### src/hdl/cpr_pkg.sv
`timescale 1ns / 1ps
package cpr_pkg;

  localparam int ActionW   = 2;
  localparam int PointIdxW = 6;
  localparam int CoordIdxW = 3;
  localparam int CoordW    = 24;
  localparam int CountW    = 7;
  localparam int DimsW     = 4;
  localparam int SqW       = 2 * CoordW;

  localparam logic [DimsW-1:0] DimsReset = 4'd1;

  typedef enum logic [ActionW-1:0] {
    ActLoad = 2'd0,
    ActFind = 2'd1,
    ActRead = 2'd2
  } action_e;

  // Which kind of result the output register takes.
  typedef enum logic [1:0] {
    ResPlain = 2'd0,
    ResPair  = 2'd1,
    ResRead  = 2'd2
  } res_e;

  typedef struct packed {
    logic load_write;
    logic read_issue;
    logic find_short;
    logic scan_issue;
    logic pair_first;
    logic pair_last;
    logic coord_zero;
    logic best_init;
    logic copy_issue;
    logic finish_find;
    logic out_load;
    res_e res_sel;
  } cmd_t;

  typedef struct packed {
    logic out_free;
    logic pipe_busy;
  } sts_t;

endpackage

### src/hdl/cpr_ctrl.sv
`timescale 1ns / 1ps
module cpr_ctrl
  import cpr_pkg::*;
#(
  parameter int MAX_POINTS = 64,
  parameter int MAX_DIMS   = 8,
  localparam int PtW  = $clog2(MAX_POINTS),
  localparam int CntW = $clog2(MAX_POINTS + 1),
  localparam int KW   = (MAX_DIMS > 1) ? $clog2(MAX_DIMS) : 1
) (
  input  logic               clk_i,
  input  logic               rst_ni,
  input  logic               cfg_valid_i,
  input  logic [DimsW-1:0]   cfg_dimensions_i,
  input  logic               in_valid_i,
  output logic               in_ready_o,
  input  logic [ActionW-1:0] action_i,
  input  logic [CountW-1:0]  point_count_i,
  input  sts_t               sts_i,
  input  logic [PtW-1:0]     lo_i,
  input  logic [PtW-1:0]     hi_i,
  output cmd_t               cmd_o,
  output logic [PtW-1:0]     pt_a_o,
  output logic [PtW-1:0]     pt_b_o,
  output logic [KW-1:0]      k_o,
  output logic [CntW-1:0]    count_o
);

  localparam int DeW = DimsW + 1;

  typedef enum logic [6:0] {
    StIdle  = 7'b0000001,
    StRead  = 7'b0000010,
    StScan  = 7'b0000100,
    StDrain = 7'b0001000,
    StCopy  = 7'b0010000,
    StCfin  = 7'b0100000,
    StResp  = 7'b1000000
  } state_e;

  state_e           state_q, state_d;
  res_e             res_q, res_d;
  logic [PtW-1:0]   i_q, i_d, j_q, j_d, p_q, p_d;
  logic [KW-1:0]    k_q, k_d;
  logic [CntW-1:0]  n_q, n_d, n_in;
  logic [DimsW-1:0] dims_q;
  logic [DeW-1:0]   dims_eff;
  logic             accept;
  logic             k_last_scan, j_last, i_last;
  logic             k_last_copy, copy_done;
  logic [PtW-1:0]   src_pt;

  assign n_in     = (int'(point_count_i) > MAX_POINTS) ? CntW'(MAX_POINTS)
                                                       : CntW'(point_count_i);
  assign dims_eff = (int'(dims_q) > MAX_DIMS) ? DeW'(MAX_DIMS) : {1'b0, dims_q};

  assign in_ready_o = (state_q == StIdle);
  assign accept     = in_valid_i && in_ready_o;

  // With no dimensions in use every pair is scanned as a single coordinate of zero distance.
  assign k_last_scan = (dims_eff == '0) || (int'(k_q) == int'(dims_eff) - 1);
  assign j_last      = int'(j_q) == int'(n_q) - 1;
  assign i_last      = int'(i_q) == int'(n_q) - 2;
  assign k_last_copy = int'(k_q) == MAX_DIMS - 1;
  assign copy_done   = k_last_copy && (int'(p_q) == int'(n_q) - 2);

  // Slot p takes the next survivor: one slot up before the upper point, two
  // slots up after it, and the last slot when p is slot n-2.
  assign src_pt = ((int'(p_q) + 1 < int'(hi_i)) || (int'(p_q) == int'(n_q) - 2))
                  ? p_q + 1'b1 : p_q + PtW'(2);

  assign pt_b_o  = (state_q == StCopy) ? p_q : j_q;
  assign k_o     = k_q;
  assign count_o = (state_q == StIdle) ? n_in : n_q;

  always_comb begin
    state_d = state_q;
    res_d   = res_q;
    i_d     = i_q;
    j_d     = j_q;
    p_d     = p_q;
    k_d     = k_q;
    n_d     = n_q;
    cmd_o   = '0;
    pt_a_o  = i_q;
    case (state_q)
      StIdle: begin
        if (accept) begin
          case (action_e'(action_i))
            ActFind: begin
              n_d = n_in;
              if (int'(n_in) < 2) begin
                cmd_o.find_short = 1'b1;
                res_d            = ResPlain;
                state_d          = StResp;
              end else begin
                i_d     = '0;
                j_d     = PtW'(1);
                k_d     = '0;
                state_d = StScan;
              end
            end
            ActRead: begin
              cmd_o.read_issue = 1'b1;
              state_d          = StRead;
            end
            ActLoad: begin
              cmd_o.load_write = 1'b1;
              if (sts_i.out_free) begin
                cmd_o.out_load = 1'b1;
                cmd_o.res_sel  = ResPlain;
              end else begin
                res_d   = ResPlain;
                state_d = StResp;
              end
            end
            default: begin
              if (sts_i.out_free) begin
                cmd_o.out_load = 1'b1;
                cmd_o.res_sel  = ResPlain;
              end else begin
                res_d   = ResPlain;
                state_d = StResp;
              end
            end
          endcase
        end
      end
      StRead: begin
        if (sts_i.out_free) begin
          cmd_o.out_load = 1'b1;
          cmd_o.res_sel  = ResRead;
          state_d        = StIdle;
        end else begin
          res_d   = ResRead;
          state_d = StResp;
        end
      end
      StScan: begin
        cmd_o.scan_issue = 1'b1;
        cmd_o.pair_first = (k_q == '0);
        cmd_o.pair_last  = k_last_scan;
        cmd_o.coord_zero = (dims_eff == '0);
        cmd_o.best_init  = (i_q == '0) && (j_q == PtW'(1));
        if (k_last_scan) begin
          k_d = '0;
          if (j_last) begin
            if (i_last) begin
              state_d = StDrain;
            end else begin
              i_d = i_q + 1'b1;
              j_d = i_q + PtW'(2);
            end
          end else begin
            j_d = j_q + 1'b1;
          end
        end else begin
          k_d = k_q + 1'b1;
        end
      end
      StDrain: begin
        if (!sts_i.pipe_busy) begin
          p_d     = lo_i;
          k_d     = '0;
          state_d = StCopy;
        end
      end
      StCopy: begin
        cmd_o.copy_issue = 1'b1;
        pt_a_o           = src_pt;
        if (copy_done) begin
          state_d = StCfin;
        end else if (k_last_copy) begin
          k_d = '0;
          p_d = p_q + 1'b1;
        end else begin
          k_d = k_q + 1'b1;
        end
      end
      StCfin: begin
        cmd_o.finish_find = 1'b1;
        res_d             = ResPair;
        state_d           = StResp;
      end
      StResp: begin
        if (sts_i.out_free) begin
          cmd_o.out_load = 1'b1;
          cmd_o.res_sel  = res_q;
          state_d        = StIdle;
        end
      end
      default: begin
        state_d = StIdle;
      end
    endcase
  end

  always_ff @(posedge clk_i or negedge rst_ni) begin
    if (!rst_ni) begin
      state_q <= StIdle;
      res_q   <= ResPlain;
      i_q     <= '0;
      j_q     <= '0;
      p_q     <= '0;
      k_q     <= '0;
      n_q     <= '0;
      dims_q  <= DimsReset;
    end else begin
      state_q <= state_d;
      res_q   <= res_d;
      i_q     <= i_d;
      j_q     <= j_d;
      p_q     <= p_d;
      k_q     <= k_d;
      n_q     <= n_d;
      if (cfg_valid_i) begin
        dims_q <= cfg_dimensions_i;
      end
    end
  end

  a_scan_pair_order: assert property (@(posedge clk_i) disable iff (!rst_ni)
    (state_q == StScan) |-> (i_q < j_q) && (int'(j_q) < int'(n_q)))
    else $error("scan pair out of order or beyond the point count");

  a_copy_source: assert property (@(posedge clk_i) disable iff (!rst_ni)
    (state_q == StCopy) |-> (int'(src_pt) > int'(p_q)) && (int'(src_pt) < int'(n_q)))
    else $error("copy source not above its destination");

  a_pair_ordered: assert property (@(posedge clk_i) disable iff (!rst_ni)
    (state_q == StCopy) |-> (lo_i < hi_i))
    else $error("closest pair indices not ordered");

endmodule

### config.mk
export PLATFORM = sky130hd
export DESIGN_NAME = cpr_ctrl
export DESIGN_NICKNAME = d
export VERILOG_FILES = /design/src/hdl/cpr_pkg.sv /design/src/hdl/cpr_ctrl.sv
export SDC_FILE = /design/constraint.sdc
export NUM_CORES = 1
export LEC_CHECK = 0
export ABC_AREA = 0
export ABC_CLOCK_PERIOD_IN_PS = 6330
export BUFFER_PORTS_ARGS = -buffer_cell sky130_fd_sc_hd__buf_2
export CORE_MARGIN = 2
export CORE_UTILIZATION = 61
export CTS_CLUSTER_SIZE = 25
export DETAILED_ROUTE_END_ITERATION = 16
export GPL_ROUTABILITY_DRIVEN = 0
export GPL_TIMING_DRIVEN = 1
export PLACE_DENSITY = 0.95
export SLEW_MARGIN = 40
export SYNTH_ARGS = -nofsm -noshare
export SYNTH_HDL_FRONTEND = slang
export SYNTH_SLANG_ARGS = --single-unit
### constraint.sdc
create_clock -name clk_i -period 6.33 [get_ports clk_i]
set_input_delay 0.9495 -clock clk_i [delete_from_list [all_inputs] [get_ports clk_i]]
set_output_delay 0.9495 -clock clk_i [all_outputs]
set_load 0.005 [all_outputs]
==> results.sh <==
export IMPL_port_buffers=66
export IMPL_synth_nets=497
export IMPL_fin_crit_ns=4.04
export IMPL_grt_overflow=0
export IMPL_use_met2=0.549
export IMPL_io_pins=67
export IMPL_synth_top_family_by_area="simple AND/OR/NAND/NOR gates"
export IMPL_synth_simple_area_share=0.261
export IMPL_stdcell_area_sq_mm=0.00397
export IMPL_syn_area_sq_mm=0.00353
export IMPL_pwr_density_cell_mw_per_mm2=328
export IMPL_synthAdderAreaFrac=0.0744
export IMPL_clk_latency_ns=0.30
export IMPL_drive_gt1_frac=0.187
export IMPL_setup_worst_path_start="p_q[2]"
export IMPL_use_met1=0.383
export IMPL_rrSetupSlack_ns=3.00
export IMPL_setup_violations=0
export IMPL_arrival_ns=3.09
export IMPL_worst_r2r_endpoint="j_q[4]"
export IMPL_worst_pin_slew_ns=0.821
export IMPL_wl_per_cell_microns=17.1
export IMPL_num_fill_cells=415
export IMPL_worstSetupPathType="reg2out"
export IMPL_cts_path_max_buffers=2
export IMPL_fin_nets=544
export IMPL_ys_ff_latch=41
export IMPL_ys_seq_area_frac=0.291
export IMPL_postSynthAreaPerCell_sq_um=7.94
export IMPL_postRouteAntennaNets=0
export IMPL_grt_pass1_vias=3461
export IMPL_core_rowCount=27
export IMPL_post_cts_buffers=0
export IMPL_required_ns=5.38
export IMPL_clock_fmax_mhz=247
export IMPL_h_tree_depth=2
export IMPL_r2r_cells=9
export IMPL_antenna_found_initial=0
export IMPL_status="complete, no violations"
export IMPL_maxCapViolCount=0
export IMPL_clk_pin_slew_ns=0.08
export IMPL_start_util=0.638
export IMPL_dp_hpwl_mm=7.03
export IMPL_track_usage=0.314
export IMPL_final_cell_mix="buf_2 (65), nand2_1 (57), o21ai_0 (44), dfrtp_1 (39), nor2_1 (32)"
export IMPL_grt_util_met3=0.0517
export IMPL_rr_startpoint="n_q[0]"
export IMPL_hold_start="res_q[0]"
export IMPL_rsz0062_at_grt="false"
export IMPL_cts_made_buffers=5
export IMPL_drt_initial_drc_count=481
export IMPL_core_sq_mm=0.00554
export IMPL_syn_inst=445
export IMPL_cts_hold_fix_buffers=0
export IMPL_hold_violations=0
export IMPL_start_kind="flip-flop"
export IMPL_whs_path_depth=1
export IMPL_finClkSkew_ns=0.00675
export IMPL_firstDrtPassIters=5
export IMPL_irDropWorstVdd_uv=221
export IMPL_fin_setup_tns_ns=0
export IMPL_slew_viol_final=0
export IMPL_busiest_layer="met2"
export IMPL_grt_pass1_wl_mm=15.8
export IMPL_p_leak_nw=1.93
export IMPL_ys_types=63
export IMPL_placed_area_sq_mm=0.00384
export IMPL_hold_end="res_q[0]"
export IMPL_cts_root_buffer_cell="clkbuf_8"
export IMPL_die_h_microns=80.1
export IMPL_area_growth_synth_to_final_pct=12.3
export IMPL_critPathMaxFanout=8
export IMPL_grt_max_degree=42
export IMPL_cts_resized=0
export IMPL_setup_ws_ns=2.29
export IMPL_via_per_inst=6.32
export IMPL_synth_compound_area_share=0.162
export IMPL_end_kind="output pin"
export IMPL_yosysWarnings=0
export IMPL_drc=0
export IMPL_wirelength_mm=9.67
export IMPL_hold_path_class="reg2reg"
export IMPL_diodes=0
export IMPL_async_flop_share=1.00
export IMPL_synth_mux_area_frac=0.0446
export IMPL_dieArea_sq_mm=0.00642
export IMPL_synth_main_ff_cell="dfrtp_1"
export IMPL_synth_xor_area_share=0.103
export IMPL_min_period_over_period=0.639
export IMPL_dp_slack_ns=2.67
export IMPL_maxSlewHeadroom=0.453
export IMPL_via_count=3568
export IMPL_die_w_microns=80.1
export IMPL_layout_commonest_cell="buf_2"
export IMPL_cts_tree="yes"
export IMPL_synth_edf_count=0
export IMPL_clock_sinks=41
==> critical path, stage by stage (launching register included) <==
cell     delay (ns)
dfrtp_1        0.52
ha_1           0.29
nand4_1        0.14
xnor2_1        0.24
ha_1           0.29
a21oi_1        0.19
o21ai_0        0.13
o22ai_2        0.32
mux2i_1        0.26
xnor2_1        0.08
o21ai_0        0.18
buf_2          0.15
==> how the worst max path moves through the flow <==
stage / end / slack, ns / depth (start not counted)
after global placement: pt_a_o[4] / 2.75 / 11
final: pt_a_o[4] / 2.29 / 11
after floorplan: pt_a_o[4] / 2.95 / 11
after detailed placement: pt_a_o[4] / 2.67 / 11
after CTS: pt_a_o[4] / 2.35 / 11
after global routing: pt_a_o[4] / 2.04 / 11
==> power by group <==
| group | switching [mW] | internal, mW | leakage (nW) | total, mW |
|---|---|---|---|---|
| registers | 0.110 | 0.318 | 0.535 | 0.427 |
| clock network | 0.0953 | 0.117 | 0.0552 | 0.212 |
| logic | 0.359 | 0.302 | 1.34 | 0.662 |
==> area by class of cell <==
class | instances | area [sq um] | area share
Clock buffer | 6 | 72.6 | 0.0183
Clock inverter | 2 | 35.0 | 0.00883
Inverter | 29 | 109 | 0.0274
Multi-Input combinational cell | 349 | 2300 | 0.579
Sequential cell | 41 | 1030 | 0.259
Tap cell | 72 | 90.1 | 0.0227
Timing Repair Buffer | 66 | 333 | 0.0839
==> state kept, by name, summed over array words and instances (netlist names) <==
| name | cells |
|---|---|
| n_q | 7 |
| res_q | 2 |
| state_q | 7 |
| k_o | 3 |
| p_q | 6 |
| dims_q | 4 |
| i_q | 6 |
| j_q | 6 |
==> Yosys cell counts (4+ instances only) <==
cell type / number / area share
xnor2_1: 31 / 0.077
or3_1: 7 / 0.012
dfrtp_1: 39 / 0.28
clkbuf_1: 17 / 0.018
nor2_1: 32 / 0.034
and3_1: 7 / 0.012
nor4_1: 6 / 0.011
xor2_1: 8 / 0.020
ha_1: 21 / 0.074
nand2b_1: 8 / 0.014
inv_1: 28 / 0.030
buf_2: 4 / 0.0057
a21oi_1: 18 / 0.026
nor3_1: 12 / 0.017
nand4_1: 6 / 0.011
o211ai_1: 5 / 0.011
nand2_1: 57 / 0.061
mux2i_1: 9 / 0.026
o21ai_0: 44 / 0.062
nand3_1: 16 / 0.023
mux2_2: 6 / 0.019
==> per-layer routing <==
metal  vias up  share of wire  wire, microns
met2       195           0.50           4870
met4         0          0.032            308
li1       1641              -              -
met5         -              0              0
met1      1685           0.39           3810
met3        47          0.070            678
==> through the flow <==
stage          instances  hold WS [ns]  power [mW]  utilization
4_1_cts              565         0.479        1.28        0.713
5_1_grt              565         0.484        1.39        0.716
6_report             565         0.481        1.30        0.716
3_5_place_dp         557         0.462        1.07        0.693
3_3_place_gp         557         0.454        1.03        0.693
2_1_floorplan        445         0.442       0.888            -
==> cells by family after synthesis <==
group           count (synthesis)
flops                          41
buf+inv                        55
fa+ha+maj                      21
simple gates                  179
mux                            15
compound gates                 94
xor+xnor                       40
No activity file was read; power rests on OpenSTA's default activity.
